**src/rtl/bscd_pkg.sv**
```systemverilog
`timescale 1ns / 1ps
// ----------------------------------------------------------------------------
// bscd_pkg: shared definitions for the button scan change detector
// Scan geometry, register map, reset values and inter-module types.
// ----------------------------------------------------------------------------
package bscd_pkg;

	// scan geometry
	localparam int SCAN_BYTES = 9;
	localparam int ADDR_W     = (SCAN_BYTES > 1) ? $clog2(SCAN_BYTES) : 1;
	localparam int INDEX_W    = 4;
	localparam int BYTE_W     = 8;
	localparam int BIT_W      = 3;
	localparam int BUTTON_W   = INDEX_W + BIT_W;

	// configuration port
	localparam int CFG_INDEX_W = 2;

	typedef enum logic [CFG_INDEX_W-1:0] {
		CFG_MASKED_BYTE_INDEX = 2'd0,
		CFG_MASKED_BYTE_KEEP  = 2'd1
	} cfg_reg_t;

	localparam logic [INDEX_W-1:0] MASKED_INDEX_RESET = 4'd5;
	localparam logic [BYTE_W-1:0]  MASKED_KEEP_RESET  = 8'hE1;

	// load word from the compare stage into the event emitter
	typedef struct packed {
		logic              load;
		logic [BYTE_W-1:0] changes;
		logic [BYTE_W-1:0] states;
		logic [INDEX_W-1:0] index;
	} emit_load_t;

endpackage

```
**src/rtl/bscd_ram.sv**
```systemverilog
`timescale 1ns / 1ps
// ----------------------------------------------------------------------------
// bscd_ram: generic single-write, single-read synchronous RAM
// One write port and one read port, read data registered.
// ----------------------------------------------------------------------------
module bscd_ram #(
	parameter int WIDTH = 8,
	parameter int DEPTH = 16
) (
	input  logic                                      clk,
	input  logic                                      wr_en,
	input  logic [((DEPTH > 1) ? $clog2(DEPTH) : 1)-1:0] wr_addr,
	input  logic [WIDTH-1:0]                          wr_data,
	input  logic                                      rd_en,
	input  logic [((DEPTH > 1) ? $clog2(DEPTH) : 1)-1:0] rd_addr,
	output logic [WIDTH-1:0]                          rd_data
);

	logic [WIDTH-1:0] mem_q [DEPTH];

	// write port
	always_ff @(posedge clk) begin
		if (wr_en) begin
			mem_q[wr_addr] <= wr_data;
		end
	end

	// registered read port
	always_ff @(posedge clk) begin
		if (rd_en) begin
			rd_data <= mem_q[rd_addr];
		end
	end

endmodule

```
**src/rtl/bscd_emit.sv**
```systemverilog
`timescale 1ns / 1ps
// ----------------------------------------------------------------------------
// bscd_emit: change event emitter
// Holds the pending change bits of one byte and presents one event per word,
// lowest changed bit first, marking the final event of the byte.
// ----------------------------------------------------------------------------
module bscd_emit (
	input  logic                           clk,
	input  logic                           arst_n,
	input  bscd_pkg::emit_load_t           load,
	input  logic                           out_ready,
	output logic                           out_valid,
	output logic [bscd_pkg::BUTTON_W-1:0]  button_number,
	output logic                           pressed,
	output logic                           last_event
);

	logic [bscd_pkg::BYTE_W-1:0]  pend_q;
	logic [bscd_pkg::BYTE_W-1:0]  states_q;
	logic [bscd_pkg::INDEX_W-1:0] index_q;
	logic [bscd_pkg::BYTE_W-1:0]  low_onehot;
	logic [bscd_pkg::BYTE_W-1:0]  rest;
	logic [bscd_pkg::BIT_W-1:0]   low_bit;

	// isolate the lowest pending bit and what remains after it
	assign low_onehot = pend_q & (~pend_q + bscd_pkg::BYTE_W'(1));
	assign rest       = pend_q & (pend_q - bscd_pkg::BYTE_W'(1));

	// encode the one-hot position
	always_comb begin
		low_bit = '0;
		for (int i = 0; i < bscd_pkg::BYTE_W; i++) begin
			if (low_onehot[i]) begin
				low_bit = low_bit | bscd_pkg::BIT_W'(i);
			end
		end
	end

	assign out_valid     = |pend_q;
	assign button_number = {index_q, low_bit};
	assign pressed       = |(states_q & low_onehot);
	assign last_event    = (rest == '0);

	// pending change bits: load a new byte, drop each bit as its word leaves
	always_ff @(posedge clk or negedge arst_n) begin
		if (!arst_n) begin
			pend_q <= '0;
		end else if (load.load) begin
			pend_q <= load.changes;
		end else if (out_valid && out_ready) begin
			pend_q <= rest;
		end
	end

	// payload of the byte being reported
	always_ff @(posedge clk) begin
		if (load.load) begin
			states_q <= load.states;
			index_q  <= load.index;
		end
	end

endmodule

```
**src/rtl/button_scan_change_events.sv**
```systemverilog
`timescale 1ns / 1ps
// ----------------------------------------------------------------------------
// button_scan_change_events: button scan change detector
// Compares each scanned byte with the byte of the previous scan and emits
// one press or release event per changed button.
// ----------------------------------------------------------------------------
// Usage:
//   Input channel (in_valid/in_ready) takes one word: byte_index and scan_byte.
//   Output channel (out_valid/out_ready) gives one word per changed bit,
//   lowest bit first: button_number, pressed, and last_event on the final
//   word of the byte. An unchanged byte or an index of SCAN_BYTES or more
//   gives no words; an out-of-range index leaves the stored scan untouched.
//   Configuration channel (cfg_valid/cfg_ready, always ready) writes
//   masked_byte_index (index 0) and masked_byte_keep (index 1); other
//   indexes are ignored. Write it only while the block is idle.
//   Flow: a byte is read from the scan RAM in the cycle it is accepted,
//   compared and written back the next cycle, and its first event appears
//   in the cycle after that. Each changed bit gives one event. An unchanged
//   byte returns the block to idle first, and an out-of-range index is taken
//   without a RAM access. The output gives one event per cycle while the
//   receiver is ready; each in-range byte makes one RAM read-modify-write.
//   The next byte is taken in the cycle the final event leaves.
//   A stalled receiver holds the current event and blocks further input.
//   Reset clears the per-entry valid bits, so every stored byte reads as
//   all released; no clearing pass is needed.
// ----------------------------------------------------------------------------
module button_scan_change_events (
	input  logic                              clk,
	input  logic                              arst_n,
	input  logic                              in_valid,
	output logic                              in_ready,
	input  logic [bscd_pkg::INDEX_W-1:0]      byte_index,
	input  logic [bscd_pkg::BYTE_W-1:0]       scan_byte,
	output logic                              out_valid,
	input  logic                              out_ready,
	output logic [bscd_pkg::BUTTON_W-1:0]     button_number,
	output logic                              pressed,
	output logic                              last_event,
	input  logic                              cfg_valid,
	output logic                              cfg_ready,
	input  logic [bscd_pkg::CFG_INDEX_W-1:0]  cfg_index,
	input  logic [bscd_pkg::BYTE_W-1:0]       cfg_data
);

	typedef enum logic [2:0] {
		ST_IDLE   = 3'b001,
		ST_LOOKUP = 3'b010,
		ST_EMIT   = 3'b100
	} state_t;

	state_t                        state_q;
	state_t                        state_d;
	logic [bscd_pkg::INDEX_W-1:0]  masked_index_q;
	logic [bscd_pkg::BYTE_W-1:0]   masked_keep_q;
	logic [bscd_pkg::SCAN_BYTES-1:0] valid_q;
	logic [bscd_pkg::INDEX_W-1:0]  index_s1;
	logic [bscd_pkg::BYTE_W-1:0]   cur_s1;
	logic [bscd_pkg::BYTE_W-1:0]   ram_rdata;
	logic [bscd_pkg::BYTE_W-1:0]   prev;
	logic [bscd_pkg::BYTE_W-1:0]   keep;
	logic [bscd_pkg::BYTE_W-1:0]   cur_masked;
	logic [bscd_pkg::BYTE_W-1:0]   prev_masked;
	logic [bscd_pkg::BYTE_W-1:0]   changes;
	logic [bscd_pkg::ADDR_W-1:0]   addr_s1;
	logic                          in_accept;
	logic                          in_range;
	logic                          last_taken;
	logic                          lookup;
	bscd_pkg::emit_load_t          emit_load;

	// configuration registers
	assign cfg_ready = 1'b1;

	always_ff @(posedge clk or negedge arst_n) begin
		if (!arst_n) begin
			masked_index_q <= bscd_pkg::MASKED_INDEX_RESET;
			masked_keep_q  <= bscd_pkg::MASKED_KEEP_RESET;
		end else if (cfg_valid) begin
			case (cfg_index)
				bscd_pkg::CFG_MASKED_BYTE_INDEX: masked_index_q <= cfg_data[bscd_pkg::INDEX_W-1:0];
				bscd_pkg::CFG_MASKED_BYTE_KEEP:  masked_keep_q  <= cfg_data;
				default: ;
			endcase
		end
	end

	// input handshake: take a byte when idle or as the final event leaves
	assign last_taken = out_valid && out_ready && last_event;
	assign in_ready   = (state_q == ST_IDLE) || ((state_q == ST_EMIT) && last_taken);
	assign in_accept  = in_valid && in_ready;
	assign in_range   = (byte_index < bscd_pkg::INDEX_W'(bscd_pkg::SCAN_BYTES));
	assign lookup     = (state_q == ST_LOOKUP);

	// next-state logic
	always_comb begin
		state_d = state_q;
		case (state_q)
			ST_IDLE: begin
				if (in_accept && in_range) begin
					state_d = ST_LOOKUP;
				end
			end
			ST_LOOKUP: begin
				state_d = (changes != '0) ? ST_EMIT : ST_IDLE;
			end
			ST_EMIT: begin
				if (in_accept && in_range) begin
					state_d = ST_LOOKUP;
				end else if (last_taken) begin
					state_d = ST_IDLE;
				end
			end
			default: state_d = ST_IDLE;
		endcase
	end

	always_ff @(posedge clk or negedge arst_n) begin
		if (!arst_n) begin
			state_q <= ST_IDLE;
		end else begin
			state_q <= state_d;
		end
	end

	// hold the accepted byte for the compare stage
	always_ff @(posedge clk) begin
		if (in_accept) begin
			index_s1 <= byte_index;
			cur_s1   <= scan_byte;
		end
	end

	assign addr_s1 = index_s1[bscd_pkg::ADDR_W-1:0];

	// previous scan storage
	bscd_ram #(
		.WIDTH (bscd_pkg::BYTE_W),
		.DEPTH (bscd_pkg::SCAN_BYTES)
	) u_scan_ram (
		.clk     (clk),
		.wr_en   (lookup),
		.wr_addr (addr_s1),
		.wr_data (cur_masked),
		.rd_en   (in_accept && in_range),
		.rd_addr (byte_index[bscd_pkg::ADDR_W-1:0]),
		.rd_data (ram_rdata)
	);

	// entries never written read as all released
	always_ff @(posedge clk or negedge arst_n) begin
		if (!arst_n) begin
			valid_q <= '0;
		end else if (lookup) begin
			valid_q[addr_s1] <= 1'b1;
		end
	end

	// apply the keep mask to both bytes and find the changed bits
	assign prev        = valid_q[addr_s1] ? ram_rdata : '0;
	assign keep        = (index_s1 == masked_index_q) ? masked_keep_q : '1;
	assign cur_masked  = cur_s1 & keep;
	assign prev_masked = prev & keep;
	assign changes     = cur_masked ^ prev_masked;

	always_comb begin
		emit_load.load    = lookup && (changes != '0);
		emit_load.changes = changes;
		emit_load.states  = cur_masked;
		emit_load.index   = index_s1;
	end

	bscd_emit u_emit (
		.clk           (clk),
		.arst_n        (arst_n),
		.load          (emit_load),
		.out_ready     (out_ready),
		.out_valid     (out_valid),
		.button_number (button_number),
		.pressed       (pressed),
		.last_event    (last_event)
	);

endmodule
```
**config.mk**
```make
export PLATFORM = sky130hd
export DESIGN_NAME = button_scan_change_events
export DESIGN_NICKNAME = d
export VERILOG_FILES = /design/src/rtl/bscd_pkg.sv /design/src/rtl/bscd_ram.sv /design/src/rtl/bscd_emit.sv /design/src/rtl/button_scan_change_events.sv
export SDC_FILE = /design/constraint.sdc
export NUM_CORES = 1
export LEC_CHECK = 0
export ABC_CLOCK_PERIOD_IN_PS = 3000
export BUFFER_PORTS_ARGS = -buffer_cell sky130_fd_sc_hd__buf_4
export CAP_MARGIN = 20
export CORE_AREA = 5 5 109 111
export DETAILED_ROUTE_END_ITERATION = 6
export DIE_AREA = 0 0 114 116
export PLACE_DENSITY_LB_ADDON = 0.1
export SLEW_MARGIN = 20
export SYNTH_ARGS = -nofsm -noshare
export SYNTH_HDL_FRONTEND = slang
export SYNTH_SLANG_ARGS = --single-unit
export TNS_END_PERCENT = 10
```
**constraint.sdc**
```tcl
create_clock -name clk -period 3 [get_ports clk]
set_input_delay 0.3 -clock clk [delete_from_list [all_inputs] [get_ports clk]]
set_output_delay 0.3 -clock clk [all_outputs]
set_load 0.02 [all_outputs]
```
# Word-level counts from Yosys, hierarchy flattened
# Memories as Yosys holds them, arrays and structs flattened. A register that Yosys moved wholly into a read port is not among the register bits.
# Index checks and enable logic that the tools add are counted.
dict set report classes {
  addsub 2
  magnitude_cmp 3
  n_eq_ne 7
  mux 22
  bitwise 8
  n_reduce_logical 17
}
# operator n
set op_table {}
lappend op_table {{$and 8x8->8} 5}
lappend op_table {{$mux 8} 4}
lappend op_table {{$mux 3} 8}
lappend op_table {{$reduce_or 8->1} 2}
lappend op_table {{$or 9x9->9} 1}
lappend op_table {{$pmux 3 s3} 1}
lappend op_table {{$add 8x1->8 const B} 1}
lappend op_table {{$logic_not 8->1} 1}
lappend op_table {{$not 8->8} 1}
lappend op_table {{$reduce_bool 8->1} 1}
lappend op_table {{$sub 8x1->8 const B} 1}
lappend op_table {{$xor 8x8->8} 1}
lappend op_table {{$logic_and 1x1->1} 7}
lappend op_table {{$reduce_and 2->1} 3}
lappend op_table {{$lt 4x5->1 const B} 1}
lappend op_table {{$mux 1} 5}
lappend op_table {{$bmux 1 s4} 1}
lappend op_table {{$demux 1 s4} 1}
lappend op_table {{$eq 4x4->1} 1}
lappend op_table {{$ge 4x1->1 const B} 1}
lappend op_table {{$lt 4x4->1 const B} 1}
lappend op_table {{$mux 2} 2}
lappend op_table {{$eq 3x1->1 const B} 1}
lappend op_table {{$eq 3x2->1 const B} 1}
lappend op_table {{other kinds (7)} 7}
dict set report word_totals {
  register_bits 56
  mem_bits_rw 72
  input_bits 27
  output_inout_bits 12
  elab_cells 69
  n_memories 1
}
# name words width rd rd_clocked_by_memory_dff write_ports line_no
set mem_list {}
lappend mem_list {u_scan_ram.mem_q 9 8 1 1 1 bscd_ram.sv:19} ;# logic [WIDTH-1:0] mem_q [DEPTH];

# Depth between registers and ports, before layout
dict set report depth {
  ltp_word 10
  depth_mapped 10
  mapped_depth_nobuf 7
}

# Cells and area by module
# From an unflattened synthesis, not the netlist that was laid out.
dict set report hier_totals {
  hier_cells 403
  area_unflattened_um2 5880.6
}
# mod instances cells_each area_each_um2 seq_area_each_um2
set by_module_without_submodules {}
lappend by_module_without_submodules {bscd_ram 1 171 3146.8 2402.3}
lappend by_module_without_submodules {button_scan_change_events 1 141 1769.2 969.7}
lappend by_module_without_submodules {bscd_emit 1 91 964.7 560.5}

# Worst setup path after synthesis
# No wires, ideal clock.
dict set report synth_path {
  path_kind {reg-to-reg}
  start {register u_emit.pend_q[2] in the netlist's numbering}
  end {register index_s1 (netlist bit addr_s1[0]) (enable)}
  setup_time_ns 0.355
  arrival_ns 2.597
  required_ns 2.645
  setup_slack_ns 0.048
  path_stages_with_launch 8
  n_path_buf 0
  period_less_slack_ns 2.952
  cell_sequence {dfrtp_1 -> nor3_2 -> nand2b_1 -> maj3_1 -> o31a_1 -> or4_1 -> a21oi_2 -> and2_1}
}
dict set report synth_via {
  elab_chain_cells 7
  elab_cells_between_ends 9
  cone_classes {add/sub (1); bitwise (1); reduce/logical (7)}
}
# element line_no
set synth_rtl {}
lappend synth_rtl {{start, declared} bscd_emit.sv:18} ;# logic [bscd_pkg::BYTE_W-1:0] pend_q;
lappend synth_rtl {{start signal, assigned} bscd_emit.sv:49} ;# pend_q <= load.changes;
lappend synth_rtl {{start signal, assigned} bscd_emit.sv:51} ;# pend_q <= rest;
lappend synth_rtl {{$sub 8x1->8} bscd_emit.sv:27} ;# assign rest = pend_q & (pend_q - bscd_pkg::BYTE_W'(1));
lappend synth_rtl {{$and 8x8->8} bscd_emit.sv:27}
lappend synth_rtl {{$logic_not 8->1} bscd_emit.sv:42} ;# assign last_event = (rest == '0);
lappend synth_rtl {{$logic_and 1x1->1 *} button_scan_change_events.sv:88} ;# assign last_taken = out_valid && out_ready && last_event;
lappend synth_rtl {{$logic_and 1x1->1 *} button_scan_change_events.sv:89} ;# assign in_ready = (state_q == ST_IDLE) || ((state_q == ST_EMIT) && last_taken);
lappend synth_rtl {{$logic_or 1x1->1 *} button_scan_change_events.sv:89}
lappend synth_rtl {{net in_ready} button_scan_change_events.sv:31} ;# output logic in_ready,
lappend synth_rtl {{$logic_and 1x1->1 *} button_scan_change_events.sv:90} ;# assign in_accept = in_valid && in_ready;
lappend synth_rtl {{net in_accept} button_scan_change_events.sv:65} ;# logic in_accept;
lappend synth_rtl {{end signal, assigned} button_scan_change_events.sv:128} ;# index_s1 <= byte_index;
lappend synth_rtl {{end, declared} button_scan_change_events.sv:56} ;# logic [bscd_pkg::INDEX_W-1:0] index_s1;
# Mark *: on every way through the listed nets, which the timed path passes. The rest lies on a longest branch.
# A chain may end at the register's enable or synchronous reset.

# Final worst setup path
dict set report layout_path {
  start {register u_emit.pend_q[1] in the netlist's numbering}
  end {output port in_ready}
}
dict set report layout_via {
  elab_chain_cells 6
  elab_cells_between_ends 8
  cone_classes {add/sub (1); bitwise (1); reduce/logical (6)}
}
# element line_no
set layout_rtl {}
lappend layout_rtl {{$sub 8x1->8} bscd_emit.sv:27}
lappend layout_rtl {{$and 8x8->8} bscd_emit.sv:27}
lappend layout_rtl {{$logic_not 8->1} bscd_emit.sv:42}
lappend layout_rtl {{$logic_and 1x1->1 *} button_scan_change_events.sv:88}
lappend layout_rtl {{$logic_and 1x1->1 *} button_scan_change_events.sv:89}
lappend layout_rtl {{$logic_or 1x1->1 *} button_scan_change_events.sv:89}
lappend layout_rtl {{end, declared} button_scan_change_events.sv:31}
# Every way passes the cells marked *; elsewhere a longest branch is shown, timed or not.

==> impl_metrics.csv <==
group,metric,value,unit
die,start_util,53.7,%
detailed_routing,vias_per_cell,5.53,
clock_tree,cts_tree,"built",
synth,synth_edf_count,104,
synth,ys_ff_latch,136,
placement,io_buffers,37,
detailed_routing,wl_per_cell,19.7,um
grt,grt_max_degree,33,
status,status,"completed",
timing,slew_viol_final,0,
setup_path,crit_path_max_fanout,3,
power,total_power,4910,uW
synth,yosysSeqAreaShare,68.5,%
layout,drive_gt1_share,33.7,%
timing,clock_skew,0.00587,ns
power,leakage,0.00261,uW
detailed_routing,vias,3287,
synth,synth_area,5740,um2
clock_tree,clkTransAtPathRegs,0.06,ns
synth,synth_nets,392,
layout,final_cells,594,
setup_path,required,2.70,ns
placement,post-place-cells,540,
detailed_routing,postRouteAntennaNets,0,
synth,netlist.area_leader.share,54.4,%
setup_path,r2r_slack,0.18,ns
timing,slew_headroom,44.8,%
detailed_routing,drt-initial-drc-count,304,
setup_path,cp-start-kind,"flop",
grt,grt_usage,19.4,%
setup_path,crit_type,"reg -> out",
layout,areaGrowthSynthToFinish,22.5,%
timing,hold_violations,0,
power,powerDensity,698,nW/um2
timing,worst_pin_slew,0.826,ns
synth,synthArstFlopShare,23.5,%
die,dieArea,13200,um2
setup_path,r2r_cells,8,
clock_tree,clk_latency,0.53,ns
clock_tree,cts_sinks,136,
clock_tree,cts_buffers,17,
setup_path,critPathArrivalTime,2.64,ns
grt,grt_overflow,0,
layout,antenna_cells,0,
setup_path,r2r-end,"u_scan_ram.rd_data[4]",
setup_path,r2r-start,"u_emit.pend_q[1]",
synth,synth_ff_type,"edfxtp_1",
clock_tree,h-tree-depth,4,
power,ir_worst_vdd,0.574,mV
timing,post-route-worst-setup-slack,0.0639,ns
die,row_count,38,
timing,fin_crit_sh,97.9,%
grt,antenna_found_initial,0,
timing,tns,0,ns
timing,setup_viol,0,
synth,syn_area_per_cell,15.7,um2
placement,dp_slack,0.0934,ns
clock_tree,clockBufferDepth,2,
timing,min_period,2.94,ns
min_path,holdPathStages,2,
placement,gp_congestion,0.804,
timing,fmax,341,MHz
synth,synth_cell_type_count,52,
die,die_w,114,um
min_path,hold_path_class,"in -> reg",
layout,post-route-cell-area,7030,um2
placement,dpl-instance-area,6210,um2
die,coreArea,10700,um2
grt,first_global_vias,3430,
placement,place_hpwl,7810,um
synth,syn_inst,365,
layout,layout.nets,468,
die,ios,39,
detailed_routing,drc,0,
min_path,hold_end,"masked_index_q[2]",
setup_path,end_kind,"output pin",
layout,fillers,778,
synth,yosys-top-cells-area,"edfxtp_1, dfrtp_1, mux4_2",
detailed_routing,first_pass_iters,4,
clock_tree,cts_root_buf,"clkbuf_8",
min_path,hold_start,"cfg_data[2]",
flow_run,cap_violations,0,
synth,yosys_warnings,0,
synth,synth.largest_area_cell,"edfxtp_1",
grt,grt_pass1_wl,18500,um
detailed_routing,routed_wl,11700,um
die,die_h,116,um
[how the worst max path moves through the flow]
stage	endpoint	slack, ns	from	cells after the start
2_1_floorplan	addr_s1[0]	0.05	u_emit.pend_q[2]	7
3_3_place_gp	u_scan_ram.rd_data[2]	0.17	u_emit.pend_q[2]	7
3_5_place_dp	u_scan_ram.rd_data[3]	0.09	u_emit.pend_q[2]	7
4_1_cts	in_ready	0.03	u_emit.pend_q[0]	7
5_1_grt	in_ready	-0.008	u_emit.pend_q[1]	7
6_report	in_ready	0.06	u_emit.pend_q[1]	7
[cells in the final DEF (no fill, tap or decap), drive strengths merged, types with 12 or more instances in the layout]
cell type	Yosys	final
nand2	25	25
buf	7	58
o21ai	21	21
dfrtp	25	25
edfxtp	104	104
dlygate4sd3	0	16
nor2	22	22
clkbuf	10	17
mux2	12	12
mux4	17	17
[report_power, final]
part / switching [uW] / internal, uW
Sequential: 81.0 / 2190
Combinational: 314 / 275
Clock: 784 / 1270
[registers in the layout, summed over array words and instances, names as in the netlist, 8 cells and up]
register,cells
u_emit.pend_q,8
u_scan_ram.rd_data,8
valid_q,9
u_scan_ram.mem_q,72
cur_s1,8
masked_keep_q,8
u_emit.states_q,8
[worst max-delay path, cell delays in order (launching register included)]
cell	delay (ns)
dfrtp_2	0.42
nor3_4	0.20
nand2b_1	0.12
maj3_1	0.37
o31a_1	0.28
or4_4	0.43
a21oi_4	0.16
buf_6	0.13
[per-stage QoR]
stage | hold WS [ns] | util (%)
2_1_floorplan | 0.00441 | -
3_3_place_gp | 0.270 | 58.1
3_5_place_dp | 0.278 | 58.1
4_1_cts | 0.00579 | 65.5
5_1_grt | 0.0156 | 65.8
6_report | 0.0281 | 65.8
[layout make-up]
| class | count | area, um2 | share of cell area (%) |
|---|---|---|---|
| clock buffers | 17 | 414 | 5.89 |
| multi-input cells | 206 | 1710 | 24.3 |
| clock inverters | 15 | 176 | 2.51 |
| inverters | 6 | 22.5 | 0.320 |
| flip-flops and latches | 136 | 3940 | 55.9 |
| well taps | 140 | 175 | 2.49 |
| repair buffers | 74 | 599 | 8.52 |
[cell usage after synthesis (3+ instances only)]
cell type	count
nand2_1	25
a21oi_1	3
o22ai_1	3
edfxtp_1	104
nand3b_1	3
mux2_2	12
nand2b_1	4
xnor2_1	6
mux4_2	17
clkbuf_1	9
o21ai_1	6
or2_2	10
buf_6	3
o21ai_0	15
dfrtp_1	25
inv_1	6
o31ai_2	8
nor3_1	3
nor2_1	22
xor2_1	6
nor2b_1	11
mux2i_1	10
dfstp_2	7
or3_1	8
[layer usage]
metal / track usage [%] / part of all wire (%) / wire, um
met4: 7.13 / 2.3 / 268
met2: 31.9 / 50 / 5830
met5: 0 / 0 / 0
met1: 24.1 / 42 / 4900
met3: 6.42 / 5.9 / 685
[timing repair]
item                                    in CTS  in global routing
pin swaps                                    3                  2
hold buffers                                16                  0
endpoints found under the setup margin       1                  1
setup buffers                                5                  1
resized for setup                            2                  4
endpoints found under the hold margin       40                  0
[cells by family (layout without fill, tap and decap cells)]
kind of cell / after synthesis / after routing / synth area share, %
XOR/XNOR: 12 / 12 / 1.83
buffers and inverters: 23 / 112 / 2.03
multiplexers: 39 / 39 / 10.8
adder cells (fa/ha/maj): 2 / 2 / 0.349
AND/OR/NAND/NOR: 103 / 103 / 9.39
AO/OA/AOI/OAI: 49 / 49 / 7.10
other: 1 / 1 / 0.0653
flip-flops: 136 / 136 / 68.5
Note: power is estimated with default switching activity, not from simulation.
